## src/modbus_request_framer_crc16_macros.svh

```systemverilog
// Assertion macros shared by the request framer.
`ifndef MODBUS_REQUEST_FRAMER_CRC16_MACROS_SVH
`define MODBUS_REQUEST_FRAMER_CRC16_MACROS_SVH

// Same-cycle implication, checked on every rising edge outside reset.
`define MRF_ASSERT_IMPL(lbl, ante, cons, msg) \
	lbl: assert property (@(posedge clk) disable iff (!arst_n) (ante) |-> (cons)) \
		else $error(msg);

// Next-cycle implication, checked on every rising edge outside reset.
`define MRF_ASSERT_NEXT(lbl, ante, cons, msg) \
	lbl: assert property (@(posedge clk) disable iff (!arst_n) (ante) |=> (cons)) \
		else $error(msg);

`endif

```

## src/mrf_pkg.sv

```systemverilog
// Types and constants of the Modbus RTU request framer.
package mrf_pkg;

	localparam logic [15:0] CRC_INIT = 16'hFFFF;
	localparam logic [15:0] CRC_POLY = 16'hA001;
	localparam logic [15:0] WORD_COUNT = 16'd2;
	localparam logic [7:0]  BYTE_COUNT = 8'(WORD_COUNT * 16'd2);

	localparam int IDX_W = 4;

	// Byte positions inside a frame.
	localparam logic [IDX_W-1:0] IDX_ID      = 4'd0;
	localparam logic [IDX_W-1:0] IDX_FC      = 4'd1;
	localparam logic [IDX_W-1:0] IDX_ADDR_HI = 4'd2;
	localparam logic [IDX_W-1:0] IDX_ADDR_LO = 4'd3;
	localparam logic [IDX_W-1:0] IDX_CNT_HI  = 4'd4;
	localparam logic [IDX_W-1:0] IDX_CNT_LO  = 4'd5;
	localparam logic [IDX_W-1:0] IDX_BYTES   = 4'd6;
	localparam logic [IDX_W-1:0] IDX_DATA3   = 4'd7;
	localparam logic [IDX_W-1:0] IDX_DATA2   = 4'd8;
	localparam logic [IDX_W-1:0] IDX_DATA1   = 4'd9;
	localparam logic [IDX_W-1:0] IDX_DATA0   = 4'd10;
	localparam logic [IDX_W-1:0] IDX_WR_CRC_LO = 4'd11;
	localparam logic [IDX_W-1:0] IDX_WR_CRC_HI = 4'd12;
	localparam logic [IDX_W-1:0] IDX_RD_CRC_LO = 4'd6;
	localparam logic [IDX_W-1:0] IDX_RD_CRC_HI = 4'd7;

	// Operation codes.
	localparam logic OP_WRITE = 1'b0;
	localparam logic OP_READ  = 1'b1;

	// Configuration register indexes (paddr bit 2).
	localparam logic REG_WRITE_FC = 1'b0;
	localparam logic REG_READ_FC  = 1'b1;

	typedef struct packed {
		logic       init;
		logic       upd;
		logic [7:0] data;
	} crc_ctl_t;

	typedef struct packed {
		logic             busy;
		logic [IDX_W-1:0] idx;
	} seq_status_t;

endpackage

```

## src/modbus_request_framer_crc16.sv

```systemverilog
// Top level of the Modbus RTU request framer with CRC-16.
// Usage:
// - The request channel (req_valid, req_stall) takes one item: operation,
//   slave_id, register_address and write_data. req_stall is high while a
//   frame is being produced.
// - The byte channel (tx_valid, tx_stall) gives one frame byte per item,
//   with last_byte set on the CRC high byte.
// - A write request gives 13 bytes, a read request 8 bytes. Once the request
//   is registered, one byte per cycle enters the output register unless the receiver stalls.
// - A new request is taken in the cycle the last byte enters the output
//   register, so back-to-back frames follow without a gap. The one CRC unit
//   folds one byte a cycle while body bytes enter the output register.
// - When the receiver stalls, the output register holds its byte and the
//   sequencer and CRC unit wait; no byte is lost.
// - Function codes sit in two APB registers (0x0 write, 0x4 read); the user
//   writes them only while no frame is in flight (the block does not enforce it).
// - Reset clears the frame in progress and the output valid, and sets the
//   function codes to 16 and 3.
module modbus_request_framer_crc16 (
	input  logic        clk,
	input  logic        arst_n,
	input  logic        psel,
	input  logic        penable,
	input  logic        pwrite,
	input  logic [2:0]  paddr,
	input  logic [31:0] pwdata,
	output logic [31:0] prdata,
	output logic        pready,
	input  logic        req_valid,
	output logic        req_stall,
	input  logic        operation,
	input  logic [7:0]  slave_id,
	input  logic [15:0] register_address,
	input  logic [31:0] write_data,
	output logic        tx_valid,
	input  logic        tx_stall,
	output logic [7:0]  tx_byte,
	output logic        last_byte
);
	import mrf_pkg::*;
	`include "modbus_request_framer_crc16_macros.svh"

	logic [7:0]  write_fc_q;
	logic [7:0]  read_fc_q;
	logic        reg_wr;
	logic [15:0] crc;
	crc_ctl_t    crc_ctl;
	seq_status_t st;

	assign pready = 1'b1;
	assign reg_wr = psel && penable && pwrite && pready;

	always_ff @(posedge clk or negedge arst_n) begin
		if (!arst_n) begin
			write_fc_q <= 8'd16;
			read_fc_q  <= 8'd3;
		end else if (reg_wr) begin
			unique case (paddr[2])
				REG_WRITE_FC: write_fc_q <= pwdata[7:0];
				REG_READ_FC:  read_fc_q  <= pwdata[7:0];
				default:      write_fc_q <= write_fc_q;
			endcase
		end
	end

	always_comb begin
		unique case (paddr[2])
			REG_WRITE_FC: prdata = {24'h000000, write_fc_q};
			REG_READ_FC:  prdata = {24'h000000, read_fc_q};
			default:      prdata = 32'h00000000;
		endcase
	end

	mrf_crc_unit u_crc (
		.clk    (clk),
		.arst_n (arst_n),
		.ctl    (crc_ctl),
		.crc    (crc)
	);

	mrf_sequencer u_seq (
		.clk              (clk),
		.arst_n           (arst_n),
		.req_valid        (req_valid),
		.req_stall        (req_stall),
		.operation        (operation),
		.slave_id         (slave_id),
		.register_address (register_address),
		.write_data       (write_data),
		.write_fc         (write_fc_q),
		.read_fc          (read_fc_q),
		.crc              (crc),
		.crc_ctl          (crc_ctl),
		.status           (st),
		.tx_valid         (tx_valid),
		.tx_stall         (tx_stall),
		.tx_byte          (tx_byte),
		.last_byte        (last_byte)
	);

	`MRF_ASSERT_NEXT(a_busy_after_accept, req_valid && !req_stall, req_stall, "request not held after accept")
	`MRF_ASSERT_IMPL(a_idx_range, st.busy, st.idx <= IDX_WR_CRC_HI, "byte index past end of frame")
	`MRF_ASSERT_NEXT(a_hold_on_stall, st.busy && tx_valid && tx_stall, $stable(st.idx), "sequencer advanced while output stalled")

endmodule

```

## src/mrf_crc_unit.sv

```systemverilog
// Shared CRC-16 unit: folds one frame byte per cycle, while upd is set, into the running checksum.
module mrf_crc_unit (
	input  logic              clk,
	input  logic              arst_n,
	input  mrf_pkg::crc_ctl_t ctl,
	output logic [15:0]       crc
);
	import mrf_pkg::*;

	logic [15:0] crc_q;
	logic [15:0] crc_next;

	// Eight shift-and-reduce steps of the reflected polynomial.
	always_comb begin
		crc_next = crc_q ^ {8'h00, ctl.data};
		for (int k = 0; k < 8; k++) begin
			if (crc_next[0]) begin
				crc_next = (crc_next >> 1) ^ CRC_POLY;
			end else begin
				crc_next = crc_next >> 1;
			end
		end
	end

	always_ff @(posedge clk or negedge arst_n) begin
		if (!arst_n) begin
			crc_q <= CRC_INIT;
		end else if (ctl.init) begin
			crc_q <= CRC_INIT;
		end else if (ctl.upd) begin
			crc_q <= crc_next;
		end
	end

	assign crc = crc_q;

endmodule

```

## src/mrf_sequencer.sv

```systemverilog
// Frame sequencer: holds one request, steps through its bytes and drives the output register.
module mrf_sequencer (
	input  logic                 clk,
	input  logic                 arst_n,
	input  logic                 req_valid,
	output logic                 req_stall,
	input  logic                 operation,
	input  logic [7:0]           slave_id,
	input  logic [15:0]          register_address,
	input  logic [31:0]          write_data,
	input  logic [7:0]           write_fc,
	input  logic [7:0]           read_fc,
	input  logic [15:0]          crc,
	output mrf_pkg::crc_ctl_t    crc_ctl,
	output mrf_pkg::seq_status_t status,
	output logic                 tx_valid,
	input  logic                 tx_stall,
	output logic [7:0]           tx_byte,
	output logic                 last_byte
);
	import mrf_pkg::*;

	logic             busy_q;
	logic [IDX_W-1:0] idx_q;
	logic             op_q;
	logic [7:0]       id_q;
	logic [15:0]      addr_q;
	logic [31:0]      data_q;
	logic             tx_valid_q;
	logic [7:0]       tx_byte_q;
	logic             last_q;

	logic       load;
	logic       accept;
	logic       crc_lo;
	logic       crc_hi;
	logic [7:0] body_byte;
	logic [7:0] sel_byte;

	assign crc_lo = (op_q == OP_READ) ? (idx_q == IDX_RD_CRC_LO) : (idx_q == IDX_WR_CRC_LO);
	assign crc_hi = (op_q == OP_READ) ? (idx_q == IDX_RD_CRC_HI) : (idx_q == IDX_WR_CRC_HI);

	// While a frame is in flight, a byte moves into the output register whenever that register is free or drains.
	assign load      = busy_q && (!tx_valid_q || !tx_stall);
	assign req_stall = busy_q && !(load && crc_hi);
	assign accept    = req_valid && !req_stall;

	always_comb begin
		unique case (idx_q)
			IDX_ID:      body_byte = id_q;
			IDX_FC:      body_byte = (op_q == OP_READ) ? read_fc : write_fc;
			IDX_ADDR_HI: body_byte = addr_q[15:8];
			IDX_ADDR_LO: body_byte = addr_q[7:0];
			IDX_CNT_HI:  body_byte = WORD_COUNT[15:8];
			IDX_CNT_LO:  body_byte = WORD_COUNT[7:0];
			IDX_BYTES:   body_byte = BYTE_COUNT;
			IDX_DATA3:   body_byte = data_q[31:24];
			IDX_DATA2:   body_byte = data_q[23:16];
			IDX_DATA1:   body_byte = data_q[15:8];
			IDX_DATA0:   body_byte = data_q[7:0];
			default:     body_byte = 8'h00;
		endcase
	end

	always_comb begin
		priority if (crc_lo) begin
			sel_byte = crc[7:0];
		end else if (crc_hi) begin
			sel_byte = crc[15:8];
		end else begin
			sel_byte = body_byte;
		end
	end

	assign crc_ctl.init = accept;
	assign crc_ctl.upd  = load && !crc_lo && !crc_hi;
	assign crc_ctl.data = body_byte;

	always_ff @(posedge clk or negedge arst_n) begin
		if (!arst_n) begin
			busy_q <= 1'b0;
			idx_q  <= '0;
		end else if (accept) begin
			busy_q <= 1'b1;
			idx_q  <= IDX_ID;
		end else if (load) begin
			busy_q <= !crc_hi;
			idx_q  <= idx_q + 4'd1;
		end
	end

	always_ff @(posedge clk) begin
		if (accept) begin
			op_q   <= operation;
			id_q   <= slave_id;
			addr_q <= register_address;
			data_q <= write_data;
		end
	end

	always_ff @(posedge clk or negedge arst_n) begin
		if (!arst_n) begin
			tx_valid_q <= 1'b0;
		end else if (load) begin
			tx_valid_q <= 1'b1;
		end else if (!tx_stall) begin
			tx_valid_q <= 1'b0;
		end
	end

	always_ff @(posedge clk) begin
		if (load) begin
			tx_byte_q <= sel_byte;
			last_q    <= crc_hi;
		end
	end

	assign tx_valid      = tx_valid_q;
	assign tx_byte       = tx_byte_q;
	assign last_byte     = last_q;
	assign status.busy   = busy_q;
	assign status.idx    = idx_q;

endmodule

```

## config.mk

```make
export PLATFORM = sky130hd
export DESIGN_NAME = modbus_request_framer_crc16
export DESIGN_NICKNAME = d
export VERILOG_FILES = /design/src/mrf_pkg.sv /design/src/modbus_request_framer_crc16.sv /design/src/mrf_crc_unit.sv /design/src/mrf_sequencer.sv
export VERILOG_INCLUDE_DIRS = /design/src /design/src/src
export SDC_FILE = /design/constraint.sdc
export NUM_CORES = 1
export LEC_CHECK = 0
export BUFFER_PORTS_ARGS = -buffer_cell sky130_fd_sc_hd__buf_2
export CAP_MARGIN = 20
export CORE_MARGIN = 2
export CORE_UTILIZATION = 52
export DETAILED_ROUTE_END_ITERATION = 7
export GPL_ROUTABILITY_DRIVEN = 0
export PLACE_DENSITY = 0.8
export SETUP_SLACK_MARGIN = 0.3
export SLEW_MARGIN = 10
export SYNTH_ARGS = -nofsm -noshare
export SYNTH_HDL_FRONTEND = slang
export SYNTH_HIERARCHICAL = 1
export SYNTH_SLANG_ARGS = --single-unit
```

## constraint.sdc

```tcl
create_clock -name clk -period 5.65 [get_ports clk]
set_clock_uncertainty 0.05 [all_clocks]
set_input_delay 0.565 -clock clk [delete_from_list [all_inputs] [get_ports clk]]
set_output_delay 0.565 -clock clk [all_outputs]
set_load 0.1 [all_outputs]
```

==> results of run 1 <==
layer usage:
metal	vias up	global-route usage, %	part of all wire [%]
li1	1557	-	-
met5	-	0	0
met2	160	36.0	50
met1	1654	26.8	42
met4	0	8.81	2.3
met3	22	3.25	6.1
worst min path at each step:
stage / endpoint / startpoint / depth (start not counted) / slack, ns
floorplan: read_fc_q[2] / arst_n / 0 / 0.22
global placement: read_fc_q[6] / read_fc_q[6] / 1 / 0.45
detailed placement: u_seq/tx_valid / u_seq/tx_valid / 2 / 0.46
CTS: u_seq/busy_q / arst_n / 1 / 0.28
global route: u_seq/data_q[10] / write_data[10] / 1 / 0.30
finish: read_fc_q[6] / arst_n / 1 / 0.28
through the flow:
| step | power (uW) | cell area (um^2) | cells | hold slack (ns) | util (%) |
|---|---|---|---|---|---|
| after global routing | 3840 | 5690 | 609 | 0.299 | 59.0 |
| after detailed placement | 3180 | 5510 | 593 | 0.460 | 57.1 |
| after floorplan | 2860 | 5170 | 411 | 0.219 | - |
| final | 3630 | 5690 | 609 | 0.277 | 59.0 |
| after CTS | 3620 | 5690 | 609 | 0.285 | 59.0 |
| after global placement | 3110 | 5510 | 593 | 0.453 | 57.1 |
worst max-delay path: cells and delay by family, from the launching register on:
kind / cells / cell delay, ns
XOR/XNOR: 3 / 1.03
flip-flops: 1 / 0.90
AO/OA/AOI/OAI: 3 / 0.68
multiplexers: 1 / 0.41
AND/OR/NAND/NOR: 2 / 0.39
report_power, final:
part / internal, uW / switching [uW]
clock network: 165 / 259
logic: 767 / 1240
registers: 1060 / 148
total: 1990 / 1640
flip-flops by register name, indices dropped and copies added (netlist names):
| name | flops |
|---|---|
| u_seq/idx_q | 4 |
| write_fc_q | 8 |
| u_crc/crc | 16 |
| u_seq/op_q | 1 |
| u_seq/busy_q | 1 |
| u_seq/data_q | 32 |
| u_seq/tx_valid | 1 |
| u_seq/tx_byte | 8 |
| u_seq/addr_q | 16 |
| u_seq/last_byte | 1 |
| read_fc_q | 8 |
| u_seq/id_q | 8 |
layout make-up:
class / instances / area, um^2
clock buffer: 9 / 124
clock inverter: 7 / 53.8
fill: 776 / 3950
inverter: 7 / 26.3
multi-input combinational: 256 / 1890
sequential: 104 / 2960
tap: 133 / 166
timing repair buffer: 93 / 470
==> results_dict.tcl, run 1 <==
set metrics [dict create \
    outcome "finished, final reports clean" \
    fin_nets 574 \
    wl_per_cell_um 17.1 \
    criticalPathCategory "register to register" \
    htree_num_levels 3 \
    num_vias 3393 \
    die_area_mm2 0.0106 \
    r2r_end "u_crc/crc[15]" \
    top_level_ports 143 \
    crit_end "u_crc/crc[15]" \
    reg2reg_slack_ns 2.09 \
    slowest_delay_ns 0.90 \
    grt_pass1_vias 3368 \
    p_per_area_mw_per_mm2 639 \
    postRouteAntennaNets 0 \
    cp_cell_sequence "mux2_2, o2bb2ai_1, a221oi_1, o21ai_0, xnor2_1, xnor2_2, xnor3_2, and3_1, nor3_1" \
    cts.clk_slew.worst_paths_ns 0.10 \
    arrival_ns 3.79 \
    worst_pin_slew_ns 0.980 \
    cp-end-kind "register" \
    setup_tns_ns 0 \
    clock_sinks 104 \
    grt_pass1_wl_um 16500 \
    drt_iter0_drc 197 \
    required_ns 5.88 \
    maxSlewHeadroom_pct 34.5 \
    hold_class "input port to async pin" \
    yosysWarnings 6 \
    post_cts_buffers 0 \
    clockRootBuffer "clkbuf_8" \
    antenna_cells 0 \
    vdd_drop_max_mv 0.340 \
    area_growth_pct 11.8 \
    syn_inst 388 \
    layout_common_cells "buf_2 (91), edfxtp_1 (66), mux2_2 (34)" \
    first_pass_iters 5 \
    crit_start "u_seq/idx_q[3]" \
    drc 0 \
    hold_viol_final 0 \
    portBuffers 91 \
    drive_above_1_share_pct 38.7 \
    r2r-start "u_seq/idx_q[3]" \
    cap_violations 0 \
    viasPerCell 5.57 \
    cp_max_fo 28 \
    cp_slowest_cell "dfrtp_1" \
    syn_area_mm2 0.00508 \
    track_usage_pct 21.0 \
    clk_latency_ns 0.36 \
    core-area_mm2 0.00964 \
    place_ws_ns 2.18 \
    final_common_cell "buf_2" \
    drv_slew 0 \
    setup_viol 0 \
    ctsHoldBuffers 0 \
    dp.final_hpwl_um 7420 \
    start_util_pct 52.7 \
    period_needed_ns 3.56 \
    rsz0062_at_grt "no" \
    clockBufferDepth 2 \
    fmax_ghz 0.281 \
    antenna_found_initial 0 \
    leakage_uw 0.00232 \
    cts-resized-gates 0 \
    fin_crit_sh_pct 62.9 \
    grt_max_degree 46 \
    dieWidth_um 103 \
    die_y_um 103 \
    grt-ovfl-total 0 \
    wl_um 10400 \
    reg2reg_depth 9 \
    worstSetupStartpointType "register" \
    worst_slack_ns 2.09 \
    numCtsBuffers 9 \
    cts_tree "yes" \
    rows 36 \
    postSynthAreaPerCell_um2 13.1 \
]
Power figures use the tool's default switching activity.
==> run 2, diff against run 1 <==
--- a/config.mk
+++ b/config.mk
@@ -6,13 +6,14 @@
 export SDC_FILE = /design/constraint.sdc
 export NUM_CORES = 1
 export LEC_CHECK = 0
+export ABC_AREA = 1
 export BUFFER_PORTS_ARGS = -buffer_cell sky130_fd_sc_hd__buf_2
 export CAP_MARGIN = 20
 export CORE_MARGIN = 2
-export CORE_UTILIZATION = 52
+export CORE_UTILIZATION = 48
 export DETAILED_ROUTE_END_ITERATION = 7
 export GPL_ROUTABILITY_DRIVEN = 0
-export PLACE_DENSITY = 0.8
+export PLACE_DENSITY = 0.77
 export SETUP_SLACK_MARGIN = 0.3
 export SLEW_MARGIN = 10
 export SYNTH_ARGS = -nofsm -noshare
==> constraint.sdc (replaced) <==
create_clock -name clk -period 3.2 [get_ports clk]
set_clock_uncertainty 0.05 [all_clocks]
set_input_delay 0.32 -clock clk [delete_from_list [all_inputs] [get_ports clk]]
set_output_delay 0.32 -clock clk [all_outputs]
set_load 0.1 [all_outputs]
==> run 2 against run 1 <==
The run now ends with hold timing left; synthesized area rose by 5.4%; combinational power rose by 62%; critical path depth rose by 11; sequential cell count did not move; non-clock buffer count rose by 2; final cell count rose by 38%; die area rose by 14%; sequential share of layout area fell by 3.7 points.
==> results_dict.tcl, run 2 <==
set metrics [dict create \
    dieWidth_um 110 \
    grt-ovfl-total 0 \
    largest-register "u_seq/data_q" \
    syn_area_mm2 0.00536 \
    violations "hold timing" \
    fmax_ghz 0.382 \
    start_util_pct 49.2 \
    crit_family "simple AND/OR/NAND/NOR gates" \
    seqPwrFrac_pct 32.7 \
    hold_viol_final 9 \
    final_cells 842 \
    setup_tns_ns 0 \
    antenna_found_initial 0 \
    clk_latency_ns 0.38 \
    worstSetupStartpointType "register" \
    dp.final_hpwl_um 8600 \
    antenna_cells 0 \
    maxSlewHeadroom_pct 42.0 \
    switching_share_pct 49.0 \
    holdWs_ns -0.00580 \
    first_pass_iters 4 \
    grt_max_degree 58 \
    num_vias 4223 \
    cts_tree "yes" \
    postSynthAreaPerCell_um2 8.82 \
    dp.cells 826 \
    area_growth_pct 14.4 \
    worst_pin_slew_ns 0.869 \
    outcome "finished with violations" \
    vdd_drop_max_mv 0.540 \
    cp_slowest_cell "dfrtp_1" \
    cp_max_fo 7 \
    criticalPathCategory "register to register" \
    wl_um 11700 \
    grt_pass1_vias 4032 \
    grt_pass1_wl_um 19100 \
    clockBufferDepth 2 \
    routed-wl-met2_um 5690 \
    viasPerCell 5.02 \
    wl_met3_um 746 \
    final_common_cell "nand2_1" \
    pwr-share-clk_pct 15.0 \
    portBuffers 91 \
    largest_reg_flops 32 \
    fin_crit_sh_pct 81.9 \
    drive_above_1_share_pct 27.6 \
    core-area_mm2 0.0109 \
    wl_met1_um 5030 \
    htree_num_levels 3 \
    die_y_um 110 \
    setup_viol 0 \
    slowest_delay_ns 0.45 \
    rows 38 \
    post_cts_buffers 0 \
    arrival_ns 2.90 \
    clockRootBuffer "clkbuf_8" \
    layout_common_cells "nand2_1 (235), buf_2 (91), edfxtp_1 (66)" \
    intPower_uw 3160 \
    required_ns 3.48 \
    path_buf_inv 4 \
    leakage_uw 0.00291 \
    p_per_area_mw_per_mm2 1010 \
    yosysWarnings 6 \
    hold_class "input port to async pin" \
    p_comb_share_pct 52.3 \
    track_usage_pct 21.0 \
    cp_common_cell "nand2_1" \
    top_level_ports 143 \
    clock_sinks 104 \
    top_layer "met4" \
    drt_iter0_drc 246 \
    cp-end-kind "register" \
    cts.clk_slew.worst_paths_ns 0.10 \
    cp_cell_sequence "inv_1, ha_1, buf_4, nand4_1, nand2_1, nor2_1, nand2_1, inv_1, nand2_1, nand2_1, nand2_1, nand3_1, nand2_2, inv_2, nand2_1, nand3_2, nand2_1, nand2_1, nand3_1, nand2_1" \
    cap_violations 0 \
    numCtsBuffers 9 \
    wl_per_cell_um 13.9 \
    drv_slew 0 \
    rsz0062_at_grt "no" \
    postRouteAntennaNets 0 \
    period_needed_ns 2.62 \
    drc 0 \
    fin_nets 800 \
    p_switching_uw 3040 \
    die_area_mm2 0.0120 \
    syn_inst 608 \
]
-- run 2: final timing paths --
| path | start | to | slack [ns] | depth (start not counted) |
|---|---|---|---|---|
| setup reg to reg | u_seq/idx_q[0] | u_crc/crc[0] | 0.58 | 20 |
| hold reg to reg | read_fc_q[1] | read_fc_q[1] | 0.43 | 2 |
| setup / recovery | u_seq/idx_q[0] | u_crc/crc[0] | 0.58 | 20 |
| min in group clk | operation | u_seq/op_q | 0.06 | 1 |
| max in group asynchronous | arst_n | u_seq/tx_valid | 2.47 | 1 |
| hold / removal | arst_n | write_fc_q[7] | -0.006 | 1 |
-- run 2: cell type report --
class | count | area [um^2]
Sequential cell | 104 | 2960
Timing Repair Buffer | 95 | 498
Clock inverter | 7 | 104
Tap cell | 140 | 175
Clock buffer | 9 | 124
Fill cell | 976 | 4750
Multi-Input combinational cell | 440 | 2090
Inverter | 47 | 185
-- run 2: what timing repair did --
| item | 4_1_cts | 5_1_grt |
|---|---|---|
| gates resized for setup | 0 | 12 |
| hold endpoints to repair | 0 | 0 |
| setup endpoints to repair | 0 | 3 |
| hold buffers | 0 | 0 |
-- run 2: power groups by stage --
| stage | Sequential (uW) | Combinational, uW | Clock (uW) |
|---|---|---|---|
| after global placement | 2040 | 3040 | 0 |
| after global routing | 2060 | 3580 | 1010 |
| after detailed placement | 2050 | 3130 | 0 |
| after CTS | 2020 | 3170 | 945 |
| after floorplan | 2360 | 2270 | 0 |
| final | 2030 | 3240 | 927 |
-- run 2: metrics by stage --
| stage | cell area (um^2) | util [%] | setup slack, ns | power [uW] |
|---|---|---|---|---|
| 2_1_floorplan | 5520 | - | 0.255 | 4630 |
| 3_3_place_gp | 5870 | 53.9 | 0.558 | 5080 |
| 3_5_place_dp | 5870 | 53.9 | 0.457 | 5180 |
| 4_1_cts | 6100 | 56.0 | 0.363 | 6140 |
| 5_1_grt | 6130 | 56.3 | 0.291 | 6640 |
| 6_report | 6130 | 56.3 | 0.580 | 6190 |
-- run 2: layer usage --
| layer | GRT usage [%] | vias to the layer above |
|---|---|---|
| li1 | - | 2087 |
| met1 | 27.6 | 1950 |
| met2 | 34.9 | 171 |
| met3 | 3.32 | 15 |
| met4 | 8.23 | 0 |
| met5 | 0 | - |
==> run 3, diff against run 2 <==
--- a/config.mk
+++ b/config.mk
@@ -10,10 +10,10 @@
 export BUFFER_PORTS_ARGS = -buffer_cell sky130_fd_sc_hd__buf_2
 export CAP_MARGIN = 20
 export CORE_MARGIN = 2
-export CORE_UTILIZATION = 48
+export CORE_UTILIZATION = 53
 export DETAILED_ROUTE_END_ITERATION = 7
 export GPL_ROUTABILITY_DRIVEN = 0
-export PLACE_DENSITY = 0.77
+export PLACE_DENSITY = 0.8
 export SETUP_SLACK_MARGIN = 0.3
 export SLEW_MARGIN = 10
 export SYNTH_ARGS = -nofsm -noshare
==> constraint.sdc (replaced) <==
create_clock -name clk -period 2.7 [get_ports clk]
set_clock_uncertainty 0.05 [all_clocks]
set_input_delay 0.27 -clock clk [delete_from_list [all_inputs] [get_ports clk]]
set_output_delay 0.27 -clock clk [all_outputs]
set_load 0.1 [all_outputs]
==> run 3 against run 2 <==
The flow now finishes without violations; register-to-register slack lost 0.29 ns; worst hold slack gained 0.019 ns; sequential power grew 21%; count of clock-buffer cells in the layout is the same; critical path depth grew 2; critical endpoint unchanged; largest cell class unchanged.
==> results_dict.tcl, run 3 (synthesis gave the netlist of run 2 again) <==
set metrics [dict create \
    top_level_ports 143 \
    dieWidth_um 105 \
    cp_max_fo 5 \
    fillers 667 \
    dp.cells 833 \
    arrival_ns 2.68 \
    wl_um 14300 \
    clk_latency_ns 0.38 \
    reg2reg_depth 22 \
    routed-wl-met2_um 7370 \
    fin_crit_sh_pct 89.3 \
    final_common_cell "nand2_1" \
    final_cells 880 \
    period_needed_ns 2.41 \
    cp_slowest_cell "dfrtp_2" \
    p_per_area_mw_per_mm2 1310 \
    largest-register "u_seq/data_q" \
    grt-ovfl-total 0 \
    setup_tns_ns 0 \
    grt_pass1_wl_um 21100 \
    drv_slew 0 \
    htree_num_levels 3 \
    hold_class "input port to register" \
    hold_path_end "u_seq/data_q[4]" \
    clock_sinks 104 \
    cap_violations 0 \
    cp_cell_sequence "inv_4, ha_4, inv_4, nor2_2, buf_6, nand2_1, nand2_2, nor2_4, nand2_2, inv_2, nand2_2, nand2_2, nand2_2, nand3_2, nand2_4, inv_4, nand2_4, nand3_4, nand2_1, nand2_1, nand3_1, nand2_1" \
    area_growth_pct 30.9 \
    dp.final_hpwl_um 9240 \
    cp.depth 22 \
    die_area_mm2 0.0109 \
    portBuffers 91 \
    slowest_delay_ns 0.48 \
    outcome "finished, final reports clean" \
    cts.clk_slew.worst_paths_ns 0.11 \
    die_y_um 105 \
    required_ns 2.96 \
    first_pass_iters 5 \
    drive_above_1_share_pct 44.6 \
    r2r-start "u_seq/idx_q[1]" \
    wl_met3_um 1230 \
    path_buf_inv 5 \
    min_path_cells 1 \
    antenna_cells 0 \
    viasPerCell 5.40 \
    crit_family "simple AND/OR/NAND/NOR gates" \
    drt_iter0_drc 411 \
    drc 0 \
    cts_tree "yes" \
    clockRootBuffer "clkbuf_8" \
    grt_pass1_vias 4527 \
    rows 36 \
    fmax_ghz 0.415 \
    criticalPathCategory "register to register" \
    cp_common_cell "nand2_2" \
    numCtsBuffers 9 \
    total_power_uw 9190 \
    rsz0062_at_grt "yes" \
    start_util_pct 54.8 \
    wl_per_cell_um 16.3 \
    cp-end-kind "register" \
    clockBufferDepth 2 \
    worst_pin_slew_ns 0.894 \
    setup_viol 0 \
    reg2reg_slack_ns 0.29 \
    antenna_found_initial 0 \
    hold_viol_final 0 \
    track_usage_pct 24.3 \
    leakage_uw 0.00325 \
    top_layer "met4" \
    r2r_end "u_crc/crc[0]" \
    fin_nets 845 \
    utilization_pct 71.8 \
    grt_max_degree 40 \
    postRouteAntennaNets 0 \
    core-area_mm2 0.00977 \
    wl_met1_um 5260 \
    num_vias 4755 \
    maxSlewHeadroom_pct 40.4 \
    min-delay-start "write_data[4]" \
    worstSetupStartpointType "register" \
    vdd_drop_max_mv 0.709 \
    layout_common_cells "nand2_1 (176), buf_2 (90), edfxtp_1 (66)" \
    largest_reg_flops 32 \
]
-- run 3: changes by cell type in the layout (fill, tap and decap cells not counted), sizes merged --
| cell | previous run | this run |
|---|---|---|
| buf | 95 | 130 |
| bufinv | 2 | 1 |
| clkinv | 1 | 3 |
| clkinvlp | 3 | 2 |
| dlygate4sd3 | 0 | 10 |
-- run 3: how the worst max path moves through the flow --
stage	startpoint	end	slack, ns
floorplan	u_seq/idx_q[0]	u_crc/crc[13]	-0.24
global placement	u_seq/idx_q[1]	u_crc/crc[0]	0.23
detailed placement	u_seq/idx_q[1]	u_crc/crc[0]	0.11
CTS	u_seq/idx_q[1]	u_crc/crc[0]	0.25
global route	u_seq/idx_q[1]	u_crc/crc[0]	0.17
finish	u_seq/idx_q[1]	u_crc/crc[0]	0.29
-- run 3: layout make-up --
cell class              count  area, um^2  area share, %
clock buffers               9         124           1.77
clock inverters             7        78.8           1.12
inverters                  47         205           2.92
multi-input cells         440        2590           36.9
flip-flops and latches    104        2970           42.3
well taps                 133         166           2.37
repair buffers            140         886           12.6
-- run 3: per-layer routing --
layer,vias up,global-route usage [%]
met1,2215,30.4
li1,2176,-
met3,58,4.74
met4,0,9.07
met2,306,41.9
met5,-,0
-- run 3: where the power goes --
part / internal (uW) / switching [uW]
Sequential: 2150 / 296
Clock: 439 / 581
Combinational: 1950 / 3770
Total: 4540 / 4640
-- run 3: through the flow --
step | setup slack [ns] | cell area [um^2] | hold WS, ns
after floorplan | -0.245 | 5520 | -0.0756
after global placement | 0.229 | 5970 | 0.362
after detailed placement | 0.105 | 5970 | 0.396
after CTS | 0.253 | 6300 | 0.00503
after global routing | 0.174 | 7020 | -0.00609
final | 0.289 | 7020 | 0.0130
-- run 3: what timing repair did --
action	in CTS	in global routing
setup endpoints to repair	4	55
hold buffers	1	9
pin swaps	4	66
hold endpoints to repair	15	9
gates resized for setup	30	145
buffers inserted	4	17
